===== src/design/cabb_pkg.sv =====
`timescale 1ns / 1ps

package cabb_pkg;

    // Configuration register indexes
    localparam logic [2:0] CFG_SCREEN_WIDTH  = 3'd0;
    localparam logic [2:0] CFG_SCREEN_HEIGHT = 3'd1;
    localparam logic [2:0] CFG_BITMAP_WIDTH  = 3'd2;
    localparam logic [2:0] CFG_BITMAP_HEIGHT = 3'd3;
    localparam logic [2:0] CFG_PLACE_X       = 3'd4;
    localparam logic [2:0] CFG_PLACE_Y       = 3'd5;

    localparam int CFG_W = 13;

    // Depth of the queue between front and back
    localparam int QDEPTH = 4;

    // Input item
    typedef struct packed {
        logic [31:0] source_pixel;
        logic [31:0] dest_pixel;
    } t_in_item;

    // Result item
    typedef struct packed {
        logic [23:0] blended_pixel;
        logic [11:0] dest_x;
        logic [11:0] dest_y;
        logic [23:0] source_index;
        logic        last;
        logic        window_empty;
    } t_result;

    // Per-pixel bookkeeping worked out by the front
    typedef struct packed {
        logic [11:0] dest_x;
        logic [11:0] dest_y;
        logic [23:0] source_index;
        logic        last;
        logic        window_empty;
    } t_meta;

    // Queue entry: pixels still to blend plus their bookkeeping
    typedef struct packed {
        logic [31:0] source_pixel;
        logic [23:0] dest_rgb;
        t_meta       meta;
    } t_job;

endpackage


===== src/design/clipped_alpha_blend_blit.sv =====
`timescale 1ns / 1ps

// Channel   Direction  Handshake                    Payload
// input     in         i_push / o_full              i_item   (source_pixel, dest_pixel)
// result    out        o_empty / i_pop              o_result (blended_pixel .. window_empty)
// config    in         i_cfg_we, i_cfg_idx          i_cfg_wdata (13 bits)
//
// One pixel per cycle sustained while o_full is low; a result passes the queue, then both blend stages.
// The blend is two registered stages (8x8 products, then divide by 255) behind a
// four-entry queue, so input keeps flowing while a result waits to be popped.
// After reset and after each register write, o_full stays high
// while the clipped window and first source index are recomputed.
// Synchronous active-low reset restores default registers and the window origin.

module clipped_alpha_blend_blit #(
    parameter int MAX_DIM = 4096
) (
    input  logic                       i_clk,
    input  logic                       i_rst_n,
    input  logic                       i_cfg_we,
    input  logic [2:0]                 i_cfg_idx,
    input  logic [cabb_pkg::CFG_W-1:0] i_cfg_wdata,
    input  logic                       i_push,
    output logic                       o_full,
    input  cabb_pkg::t_in_item         i_item,
    output logic                       o_empty,
    input  logic                       i_pop,
    output cabb_pkg::t_result          o_result
);

    logic           q_push, q_full, q_valid, q_pop;
    cabb_pkg::t_job q_in_job, q_out_job;

    // Front: config, clipping, window position
    cabb_front #(
        .MAX_DIM (MAX_DIM)
    ) u_front (
        .i_clk       (i_clk),
        .i_rst_n     (i_rst_n),
        .i_cfg_we    (i_cfg_we),
        .i_cfg_idx   (i_cfg_idx),
        .i_cfg_wdata (i_cfg_wdata),
        .i_push      (i_push),
        .i_item      (i_item),
        .o_full      (o_full),
        .i_q_full    (q_full),
        .o_q_push    (q_push),
        .o_q_job     (q_in_job)
    );

    // Decoupling queue
    cabb_queue u_queue (
        .i_clk   (i_clk),
        .i_rst_n (i_rst_n),
        .i_push  (q_push),
        .i_job   (q_in_job),
        .o_full  (q_full),
        .i_pop   (q_pop),
        .o_valid (q_valid),
        .o_job   (q_out_job)
    );

    // Back: blend pipeline and output register
    cabb_back u_back (
        .i_clk     (i_clk),
        .i_rst_n   (i_rst_n),
        .i_q_valid (q_valid),
        .i_q_job   (q_out_job),
        .o_q_pop   (q_pop),
        .o_empty   (o_empty),
        .i_pop     (i_pop),
        .o_result  (o_result)
    );

endmodule


===== src/design/cabb_front.sv =====
`timescale 1ns / 1ps

module cabb_front #(
    parameter int MAX_DIM = 4096
) (
    input  logic                       i_clk,
    input  logic                       i_rst_n,
    input  logic                       i_cfg_we,
    input  logic [2:0]                 i_cfg_idx,
    input  logic [cabb_pkg::CFG_W-1:0] i_cfg_wdata,
    input  logic                       i_push,
    input  cabb_pkg::t_in_item         i_item,
    output logic                       o_full,
    input  logic                       i_q_full,
    output logic                       o_q_push,
    output cabb_pkg::t_job             o_q_job
);

    localparam int DW = $clog2(MAX_DIM + 1);
    localparam int SW = ((DW > cabb_pkg::CFG_W) ? DW : cabb_pkg::CFG_W) + 2;
    localparam int PW = (2 * DW > 24) ? 2 * DW : 24;
    localparam logic [1:0] GEO_LAT = 2'd2;

    typedef struct packed {
        logic [DW-1:0] start;
        logic [DW-1:0] skip;
        logic [DW-1:0] count;
    } t_axis;

    // Size register clamped to the largest supported dimension
    function automatic logic [DW-1:0] dim(input logic [cabb_pkg::CFG_W-1:0] v);
        logic [SW-1:0] w;
        w = SW'(v);
        return (w > SW'(MAX_DIM)) ? DW'(MAX_DIM) : DW'(v);
    endfunction

    // One axis of the clip: screen start, skipped source pixels, length
    function automatic t_axis clip_axis(input logic [cabb_pkg::CFG_W-1:0] pos_raw,
                                        input logic [cabb_pkg::CFG_W-1:0] len_raw,
                                        input logic [cabb_pkg::CFG_W-1:0] lim_raw);
        logic signed [SW-1:0] pos;
        logic signed [SW-1:0] len;
        logic signed [SW-1:0] lim;
        logic signed [SW-1:0] lo;
        logic signed [SW-1:0] hi;
        logic signed [SW-1:0] skip;
        logic signed [SW-1:0] cnt;
        t_axis                res;
        pos  = SW'(signed'(pos_raw));
        len  = SW'(dim(len_raw));
        lim  = SW'(dim(lim_raw));
        lo   = pos;
        hi   = pos + len;
        skip = '0;
        if (lo < 0) begin
            skip = -lo;
            lo   = '0;
        end
        if (hi > lim) begin
            hi = lim;
        end
        cnt       = (hi > lo) ? (hi - lo) : '0;
        res.start = DW'(lo);
        res.skip  = DW'(skip);
        res.count = DW'(cnt);
        return res;
    endfunction

    // Configuration registers
    logic [cabb_pkg::CFG_W-1:0] r_screen_w, r_screen_h, r_bitmap_w, r_bitmap_h;
    logic [cabb_pkg::CFG_W-1:0] r_place_x, r_place_y;
    logic                       cfg_hit;

    assign cfg_hit = i_cfg_we && (i_cfg_idx inside {cabb_pkg::CFG_SCREEN_WIDTH,
        cabb_pkg::CFG_SCREEN_HEIGHT, cabb_pkg::CFG_BITMAP_WIDTH,
        cabb_pkg::CFG_BITMAP_HEIGHT, cabb_pkg::CFG_PLACE_X, cabb_pkg::CFG_PLACE_Y});

    always_ff @(posedge i_clk) begin
        if (!i_rst_n) begin
            r_screen_w <= cabb_pkg::CFG_W'(640);
            r_screen_h <= cabb_pkg::CFG_W'(480);
            r_bitmap_w <= cabb_pkg::CFG_W'(64);
            r_bitmap_h <= cabb_pkg::CFG_W'(64);
            r_place_x  <= '0;
            r_place_y  <= '0;
        end else if (i_cfg_we) begin
            case (i_cfg_idx)
                cabb_pkg::CFG_SCREEN_WIDTH:  r_screen_w <= i_cfg_wdata;
                cabb_pkg::CFG_SCREEN_HEIGHT: r_screen_h <= i_cfg_wdata;
                cabb_pkg::CFG_BITMAP_WIDTH:  r_bitmap_w <= i_cfg_wdata;
                cabb_pkg::CFG_BITMAP_HEIGHT: r_bitmap_h <= i_cfg_wdata;
                cabb_pkg::CFG_PLACE_X:       r_place_x  <= i_cfg_wdata;
                cabb_pkg::CFG_PLACE_Y:       r_place_y  <= i_cfg_wdata;
                default: ;
            endcase
        end
    end

    // Geometry settles through both geometry stages after a write or reset; hold off input meanwhile
    logic [1:0] r_busy;

    always_ff @(posedge i_clk) begin
        if (!i_rst_n) begin
            r_busy <= GEO_LAT;
        end else if (cfg_hit) begin
            r_busy <= GEO_LAT;
        end else if (r_busy != 2'd0) begin
            r_busy <= r_busy - 2'd1;
        end
    end

    // Geometry stage 1: clipped window per axis
    t_axis         n_ax, n_ay;
    t_axis         r_ax, r_ay;
    logic [DW-1:0] r_bw, r_bh;
    logic          r_geo_empty;

    assign n_ax = clip_axis(r_place_x, r_bitmap_w, r_screen_w);
    assign n_ay = clip_axis(r_place_y, r_bitmap_h, r_screen_h);

    always_ff @(posedge i_clk) begin
        r_ax        <= n_ax;
        r_ay        <= n_ay;
        r_bw        <= dim(r_bitmap_w);
        r_bh        <= dim(r_bitmap_h);
        r_geo_empty <= (n_ax.count == '0) || (n_ay.count == '0);
    end

    // Geometry stage 2: source index of the first window pixel (top row, bottom-up)
    logic [DW-1:0] top_row;
    logic [PW-1:0] base_prod;
    logic [23:0]   r_base0;

    assign top_row   = r_bh - DW'(1) - r_ay.skip;
    assign base_prod = PW'(r_bw) * PW'(top_row);

    always_ff @(posedge i_clk) begin
        r_base0 <= 24'(base_prod + PW'(r_ax.skip));
    end

    // Window position
    logic [DW-1:0] r_col, r_row;
    logic [23:0]   r_base;
    logic          accept, col_last, row_last;
    logic [23:0]   cur_base;
    logic [DW:0]   x_sum, y_sum;

    assign o_full   = (r_busy != 2'd0) || i_q_full;
    assign accept   = i_push && !o_full;
    assign cur_base = (r_row == '0) ? r_base0 : r_base;
    assign col_last = (r_col == r_ax.count - DW'(1));
    assign row_last = (r_row == r_ay.count - DW'(1));
    assign x_sum    = {1'b0, r_ax.start} + {1'b0, r_col};
    assign y_sum    = {1'b0, r_ay.start} + {1'b0, r_row};

    always_ff @(posedge i_clk) begin
        if (!i_rst_n) begin
            r_col <= '0;
            r_row <= '0;
        end else if (cfg_hit) begin
            r_col <= '0;
            r_row <= '0;
        end else if (accept && !r_geo_empty) begin
            if (col_last) begin
                r_col <= '0;
                r_row <= row_last ? '0 : r_row + DW'(1);
            end else begin
                r_col <= r_col + DW'(1);
            end
        end
    end

    // Base index of the current row; rows go downward in the stored bitmap
    always_ff @(posedge i_clk) begin
        if (accept && !r_geo_empty && col_last) begin
            r_base <= cur_base - 24'(r_bw);
        end
    end

    // Queue entry
    always_comb begin
        o_q_push                   = accept;
        o_q_job.source_pixel       = i_item.source_pixel;
        o_q_job.dest_rgb           = i_item.dest_pixel[23:0];
        if (r_geo_empty) begin
            o_q_job.meta              = '0;
            o_q_job.meta.window_empty = 1'b1;
        end else begin
            o_q_job.meta.dest_x       = 12'(x_sum);
            o_q_job.meta.dest_y       = 12'(y_sum);
            o_q_job.meta.source_index = cur_base + 24'(r_col);
            o_q_job.meta.last         = col_last && row_last;
            o_q_job.meta.window_empty = 1'b0;
        end
    end

    // No transfer while geometry is still settling
    assert property (@(posedge i_clk) disable iff (!i_rst_n)
        (r_busy != 2'd0) |-> !o_q_push)
        else $error("cabb_front: item taken while geometry settles");

    // The final pixel sends the position back to the window origin
    assert property (@(posedge i_clk) disable iff (!i_rst_n)
        (o_q_push && o_q_job.meta.last && !cfg_hit) |=> (r_col == '0 && r_row == '0))
        else $error("cabb_front: position did not wrap after last pixel");

endmodule


===== src/design/cabb_queue.sv =====
`timescale 1ns / 1ps

module cabb_queue (
    input  logic           i_clk,
    input  logic           i_rst_n,
    input  logic           i_push,
    input  cabb_pkg::t_job i_job,
    output logic           o_full,
    input  logic           i_pop,
    output logic           o_valid,
    output cabb_pkg::t_job o_job
);

    localparam int AW = (cabb_pkg::QDEPTH > 1) ? $clog2(cabb_pkg::QDEPTH) : 1;
    localparam int CW = $clog2(cabb_pkg::QDEPTH + 1);
    localparam logic [AW-1:0] LAST_PTR = AW'(cabb_pkg::QDEPTH - 1);

    cabb_pkg::t_job r_mem [cabb_pkg::QDEPTH];
    logic [AW-1:0]  r_wr_ptr, r_rd_ptr;
    logic [CW-1:0]  r_count;
    logic           do_push, do_pop;

    assign o_full  = (r_count == CW'(cabb_pkg::QDEPTH));
    assign o_valid = (r_count != '0);
    assign o_job   = r_mem[r_rd_ptr];
    assign do_push = i_push && !o_full;
    assign do_pop  = i_pop && o_valid;

    // Storage
    always_ff @(posedge i_clk) begin
        if (do_push) begin
            r_mem[r_wr_ptr] <= i_job;
        end
    end

    // Pointers and fill count
    always_ff @(posedge i_clk) begin
        if (!i_rst_n) begin
            r_wr_ptr <= '0;
            r_rd_ptr <= '0;
            r_count  <= '0;
        end else begin
            if (do_push) begin
                r_wr_ptr <= (r_wr_ptr == LAST_PTR) ? '0 : r_wr_ptr + AW'(1);
            end
            if (do_pop) begin
                r_rd_ptr <= (r_rd_ptr == LAST_PTR) ? '0 : r_rd_ptr + AW'(1);
            end
            if (do_push && !do_pop) begin
                r_count <= r_count + CW'(1);
            end else if (do_pop && !do_push) begin
                r_count <= r_count - CW'(1);
            end
        end
    end

    // The front must never push into a full queue
    assert property (@(posedge i_clk) disable iff (!i_rst_n)
        i_push |-> !o_full)
        else $error("cabb_queue: push while full");

endmodule


===== src/design/cabb_back.sv =====
`timescale 1ns / 1ps

module cabb_back (
    input  logic              i_clk,
    input  logic              i_rst_n,
    input  logic              i_q_valid,
    input  cabb_pkg::t_job    i_q_job,
    output logic              o_q_pop,
    output logic              o_empty,
    input  logic              i_pop,
    output cabb_pkg::t_result o_result
);

    // Divide by 255 for values below 65280
    function automatic logic [7:0] div255(input logic [15:0] n);
        logic [15:0] t;
        t = n + 16'd1 + (n >> 8);
        return t[15:8];
    endfunction

    // a*s + (255-a)*d + 127 for one channel
    function automatic logic [15:0] mix(input logic [7:0] a, input logic [7:0] s,
                                        input logic [7:0] d);
        logic [7:0] na;
        na = 8'd255 - a;
        return (16'(a) * 16'(s)) + (16'(na) * 16'(d)) + 16'd127;
    endfunction

    logic              r_v1, r_v2;
    logic [15:0]       r_sum_r, r_sum_g, r_sum_b;
    cabb_pkg::t_meta   r_meta1;
    logic              ready1, ready2;
    logic [7:0]        alpha;

    assign ready2  = !r_v2 || i_pop;
    assign ready1  = !r_v1 || ready2;
    assign o_q_pop = i_q_valid && ready1;
    assign o_empty = !r_v2;
    assign alpha   = i_q_job.source_pixel[31:24];

    // Stage 1: weighted sums
    always_ff @(posedge i_clk) begin
        if (!i_rst_n) begin
            r_v1 <= 1'b0;
        end else if (ready1) begin
            r_v1 <= i_q_valid;
        end
    end

    always_ff @(posedge i_clk) begin
        if (o_q_pop) begin
            r_sum_r <= mix(alpha, i_q_job.source_pixel[23:16], i_q_job.dest_rgb[23:16]);
            r_sum_g <= mix(alpha, i_q_job.source_pixel[15:8],  i_q_job.dest_rgb[15:8]);
            r_sum_b <= mix(alpha, i_q_job.source_pixel[7:0],   i_q_job.dest_rgb[7:0]);
            r_meta1 <= i_q_job.meta;
        end
    end

    // Stage 2: scale back to bytes, output register
    always_ff @(posedge i_clk) begin
        if (!i_rst_n) begin
            r_v2 <= 1'b0;
        end else if (ready2) begin
            r_v2 <= r_v1;
        end
    end

    always_ff @(posedge i_clk) begin
        if (r_v1 && ready2) begin
            if (r_meta1.window_empty) begin
                o_result.blended_pixel <= '0;
            end else begin
                o_result.blended_pixel <= {div255(r_sum_r), div255(r_sum_g),
                                           div255(r_sum_b)};
            end
            o_result.dest_x       <= r_meta1.dest_x;
            o_result.dest_y       <= r_meta1.dest_y;
            o_result.source_index <= r_meta1.source_index;
            o_result.last         <= r_meta1.last;
            o_result.window_empty <= r_meta1.window_empty;
        end
    end

    // A stage-1 item blocked by a held result stays put
    assert property (@(posedge i_clk) disable iff (!i_rst_n)
        (r_v1 && !ready2) |=> r_v1)
        else $error("cabb_back: stage 1 item lost under stall");

endmodule

===== config.mk =====
export PLATFORM = sky130hd
export DESIGN_NAME = clipped_alpha_blend_blit
export DESIGN_NICKNAME = d
export VERILOG_FILES = /design/src/design/cabb_pkg.sv /design/src/design/clipped_alpha_blend_blit.sv /design/src/design/cabb_front.sv /design/src/design/cabb_queue.sv /design/src/design/cabb_back.sv
export SDC_FILE = /design/constraint.sdc
export NUM_CORES = 2
export LEC_CHECK = 0
export CELL_PAD_IN_SITES_DETAIL_PLACEMENT = 2
export CELL_PAD_IN_SITES_GLOBAL_PLACEMENT = 2
export CORE_MARGIN = 2
export CORE_UTILIZATION = 40
export DETAILED_ROUTE_END_ITERATION = 8
export DONT_BUFFER_PORTS = 1
export PLACE_DENSITY = 0.89
export SKIP_LAST_GASP = 1
export SLEW_MARGIN = 20
export SYNTH_ARGS = -nofsm -noshare
export SYNTH_HDL_FRONTEND = slang
export SYNTH_SLANG_ARGS = --single-unit

===== constraint.sdc =====
create_clock -name i_clk -period 7.7 [get_ports i_clk]
set_input_delay 0.385 -clock i_clk [delete_from_list [all_inputs] [get_ports i_clk]]
set_output_delay 0.385 -clock i_clk [all_outputs]
set_load 0.005 [all_outputs]

Word-level counts from Yosys, hierarchy flattened --
Memories as Yosys holds them, arrays and structs flattened. A register that Yosys moved wholly into a read port is not among the register bits. Cells that the tools add are included.
Storage, ports and cells: bits in writable memories 424, word-level logic and storage cells 163, memories kept 1, latch bits 0, output and inout port bits 76, ROM bits 0, input bits 85, register bits 438
Operators by class: bitwise operators 1, magnitude comparators 10, add/sub/neg operators 35, div/mod/pow operators 0, shifts and indexed selects 0, multiply operators 7, muxes and demuxes 22, eq/ne operators 10, reductions and logical operators 38
Memories:
- u_queue.r_mem | words 4, width 106, read ports 1, clocked after Yosys merged registers in 1, wr ports 1, line cabb_queue.sv:18 | cabb_pkg::t_job r_mem [cabb_pkg::QDEPTH];
Operator list (count):
- 2-to-1 mux 13 bit | 8
- multiplier 8 x 8 -> 16 bit | 6
- 2-to-1 mux 15 bit | 4
- > comparator 13 bit, second input constant | 4
- 2-to-1 mux 50 bit | 1
- adder 16 x 1 -> 16 bit, second input constant | 3
- adder 16 bit | 3
- adder 16 x 7 -> 16 bit, second input constant | 3
- adder 16 x 8 -> 16 bit | 3
- adder 24 x 13 -> 24 bit | 2
- zero test 13 bit | 3
- subtractor 13 x 1 -> 13 bit, second input constant | 3
- subtractor 13 bit | 3
- adder 13 x 14 -> 15 bit | 2
- > comparator 15 x 14 -> 1 bit | 2
- > comparator 15 bit | 2
- adder 13 x 1 -> 13 bit, second input constant | 2
- == test 13 bit | 2
- < comparator 13 x 1 -> 1 bit, second input constant | 2
- negator 13 bit | 2
- adder 12 bit | 2
- multiplier 13 x 13 -> 24 bit | 1
- 2-to-1 mux 24 bit | 1
- subtractor 24 x 13 -> 24 bit | 1
- other kinds (22) | 58

Logic depth before layout (Yosys ltp) --
depth after elaboration 9, mapped depth 34, mapped depth without buffers 31

Hierarchy --
Synthesis repeated with hierarchy kept, for this count alone.
Unflattened totals: cell total of the unflattened synthesis 5167, area, all modules 58235.9 sq um
Modules (own cells, without submodules):
- cabb_front | cells an instance 2695, area each 22648.0 sq um, seq. area each 5385.2 sq um, instances 1
- cabb_back | cells an instance 1867, area each 19824.0 sq um, seq. area each 5205.0 sq um, instances 1
- cabb_queue | cells an instance 605, area each 15763.9 sq um, seq. area each 12912.4 sq um, instances 1

Worst setup path before layout --
OpenSTA, ideal clock, no wires.
path type reg2reg, start point reg (tool-made name), end point reg u_back.r_sum_r[14] (data pin), setup time 266 ps, path buffers 4, required time 7434 ps, clock period less this slack 7417 ps, slack 283 ps, cell stages (with the launch flop) 28, arrival time 7151 ps, cells stage by stage dfxtp_1 > clkbuf_1 > clkbuf_1 > clkbuf_1 > mux2i_1 > nand2_1 > o21ai_1 > clkbuf_1 > nand2_1 > fa_1 > inv_1 > fa_1 > fa_1 > inv_1 > fa_1 > fa_1 > fa_1 > inv_1 > ha_1 > a21oi_1 > o21bai_1 > a21oi_1 > nor2b_1 > o21a_1 > o21a_1 > o21a_1 > o41ai_1 > xnor2_1
RTL lines:
- end signal: assignment | line cabb_back.sv:52 | r_sum_r <= mix(alpha, i_q_job.source_pixel[23:16], i_q_job.dest_rgb[23:16]);
- end: declaration | line cabb_back.sv:30 | logic [15:0] r_sum_r, r_sum_g, r_sum_b;

==> out/metrics.csv <==
metric;value;unit
Initial Util;0.404;
Top Family by Delay on Critical Path;adder cells;
Finished Layout Cells;7050;
Post-Syn Nets;5914;
async set-reset flop share out of synthesis;0;
first-pass GRT wire length;326000;um
critical path class;flop to flop;
Primary FF master, synth;edfxtp_1;
period utilisation layout;1.01;
DRT iter0 DRCs;3012;
DIE AREA;144000;um^2
failing checks;setup timing;
share of cells above drive strength 1;0.0910;
area grow syn2layout;12.8;%
final hold violation count;0;
CTS H-tree lvls;3;
final std cell area, no fill;63600;um^2
slowest CP cell;mux4_2;
Ys Warns;0;
gr usage total;0.308;
CP Max Fanout;31;
Synth top area share;0.330;
RSZ-0062 raised after global routing;true;
PortBufs;0;
pin count of the biggest net entering global routing;90;
row cnt;137;
nets;6038;
worst-margin pin slew;1.14;ns
CTS tree;yes;
Worst slew margin;0.239;
crit end category;flop;
worst min path class;input pin to flop;
WP data required;8.18;ns
number of synthesized flops with an enable pin;620;
dpl cell area;58900;um^2
Synth Register Bits;864;
vias in the first global route;48048;
Via density;5.83;
wire per inst;32.0;um
WL final;225000;um
placed insts;6764;
Setup WS post-layout;-0.110;ns
clock tree buffer depth;3;
max incr delay on CP;0.78;ns
Final GP Congestion;0.845;
Post-Syn Area per Cell;11.4;um^2
post-detail-place hpwl;145000;um
clk sinks;864;
fill count;13842;
Seq. cell area;23500;um^2
drt pass-1 iters;6;
Syn Inst Count;4958;
pins over their slew limit;0;
Root Driver;clkbuf_16;
Placement Setup Slack;0.0313;ns
clk_skew;0.0668;ns
crit path DAT;8.29;ns
upper clock frequency limit;128;MHz
vias after detailed routing;41135;
Die Y;379;um
DRC violations left;0;
# IOs;161;
cell mode on critical path;fa_1;
Core Region;140000;um^2
gr ovfl total;0;
CTS Buf Count;99;
share of the yosys chip area belonging to registers;0.417;
min cycle time layout;7.81;ns
die width;379;um
antenna-violating nets left;0;
synth unique cells;78;
worst-path cell chain;buf_4 > clkbuf_8 > mux4_2 > and2_1 > fa_1 > inv_1 > fa_1 > fa_1 > fa_1 > fa_1 > inv_1 > fa_1 > ha_1 > and3_1 > a21oi_1 > o21ai_0 > o41ai_2 > o21bai_1 > a21oi_1 > xnor2_1;
max_cap viols;0;
Final Setup Violations;2;
CP startpoint kind;flop;
Clock transition at path regs;0.07;ns
post-synthesis cell area;56400;um^2
WP buf/inv;4;
top cells by area, synth;edfxtp_1 (33%), fa_1 (16%), ha_1 (9.4%);
status;finished, violations left;
multi-input logic area;30200;um^2
Worst-Skew Late Latency;0.77;ns
post-synth top area cell;edfxtp_1;
antenna violations before repair;15;
## layout make-up
| type | count | area share |
|---|---|---|
| Clock buffer | 128 | 0.0442 |
| Sequential cell | 864 | 0.370 |
| Inverter | 623 | 0.0368 |
| Tap cell | 1876 | 0.0369 |
| Multi-Input combinational cell | 3322 | 0.476 |
| Clock inverter | 57 | 0.0102 |
| Timing Repair Buffer | 172 | 0.0262 |
| Antenna cell | 8 | 0.000315 |
## cells by family (layout without fill, tap and decap cells)
logic type | count (synthesis) | count (layout) | share of synthesized area
flip-flops | 864 | 864 | 0.417
adder cells (fa/ha/maj) | 871 | 871 | 0.253
AO/OA/AOI/OAI | 518 | 518 | 0.0615
buffers and inverters | 772 | 980 | 0.0516
other | 0 | 8 | 0
multiplexers | 166 | 166 | 0.0494
XOR/XNOR | 265 | 265 | 0.0412
AND/OR/NAND/NOR | 1502 | 1502 | 0.127
## worst register-to-register path: stages (launching register included)
cell	delay [ns]
dfxtp_4	0.46
buf_4	0.16
clkbuf_8	0.36
mux4_2	0.83
and2_1	0.28
fa_1	0.55
inv_1	0.08
fa_1	0.53
fa_1	0.57
fa_1	0.49
fa_1	0.56
inv_1	0.10
fa_1	0.51
ha_1	0.41
and3_1	0.20
a21oi_1	0.31
o21ai_0	0.29
o41ai_2	0.38
o21bai_1	0.15
a21oi_1	0.19
xnor2_1	0.10
## per-stage QoR
step | hold slack (ns) | TNS [ns] | utilization
floorplan | 0.400 | 0 | -
finish | 0.0402 | -0.148 | 0.455
global route | 0.0580 | -0.849 | 0.455
detailed placement | 0.410 | 0 | 0.422
CTS | 0.00588 | 0 | 0.452
global placement | 0.405 | 0 | 0.422
## routing by layer
metal	global-route usage	share of wire
met5	0	0.00034
met4	0.203	0.074
met3	0.0540	0.054
met2	0.557	0.52
met1	0.327	0.35
## cells in the mapped netlist (18+ instances only)
cell,n
and3_1,32
buf_1,19
o21a_1,67
or3_1,21
o21ai_0,90
nor2_1,324
mux4_2,86
o21bai_1,27
nand2_1,553
fa_1,448
xnor2_1,169
a21oi_1,108
clkbuf_1,126
inv_1,622
a21boi_0,77
edfxtp_1,620
xor2_1,96
nor2b_1,86
a21o_1,39
nor3_1,73
mux2i_1,40
dfxtp_1,244
nand3_1,51
mux2_2,40
ha_1,423
nand2b_1,72
nor4_1,18
and2_1,207
## path summary, 6_finish.rpt
kind	startpoint	endpoint	slack [ns]	depth (start not counted)
max	flop	u_back.r_sum_g[15]$_DFFE_PP_	-0.11	20
min	i_cfg_idx[2]	u_front.r_screen_w[5]$_SDFFE_PN0P_	0.04	4
max reg2reg	flop	u_back.r_sum_g[15]$_DFFE_PP_	-0.11	20
min reg2reg	u_back.r_meta1[15]$_DFFE_PP_	u_back.o_result[15]$_DFFE_PP_	0.41	0
## sequential cells by signal, summed over array words and instances (netlist names), 16 cells and up, named ones only
register / cells
u_back.r_sum_r: 16
u_front.r_base: 24
u_front.r_base0: 24
u_front.r_ax: 38
u_queue.r_mem: 424
u_back.r_meta1: 50
u_back.o_result: 74
u_back.r_sum_g: 16
u_back.r_sum_b: 16
u_front.r_ay: 38
## cells in the final DEF (no fill, tap or decap), types with 11 or more instances in the layout
master           n
clkinv_2        14
o21a_1          63
clkinvlp_4      11
nor2b_1         82
o21ai_1         11
nor3_1          73
ha_1           420
inv_1          622
nor2_1         323
or3_1           21
clkbuf_16      104
edfxtp_1       620
a21boi_0        77
mux4_2          86
nand3_1         51
a21oi_1        101
xnor2_1        167
nand4_1         17
mux2_2          40
and3_1          32
clkbuf_1        11
o41ai_1         12
nand2b_1        72
buf_4           75
o21bai_1        26
mux2i_1         40
o21ai_0         84
dfxtp_1        239
nand2_1        553
nor4_1          17
xor2_1          94
fa_1           446
dlygate4sd3_1   77
clkbuf_8        12
a21o_1          39
or2_2           11
and2_1         203
## repair_timing
action                                  CTS  global route
setup buffers                             0            12
endpoints found under the setup margin    5            40
hold endpoints to repair                317             0
cloned                                    0             1
gates resized for setup                   9            43
pin swaps                                 0             5
hold buffers                             78             0
Power is not shown: default switching activity piles up to over one toggle a cycle in this logic, so the estimate is an artifact.
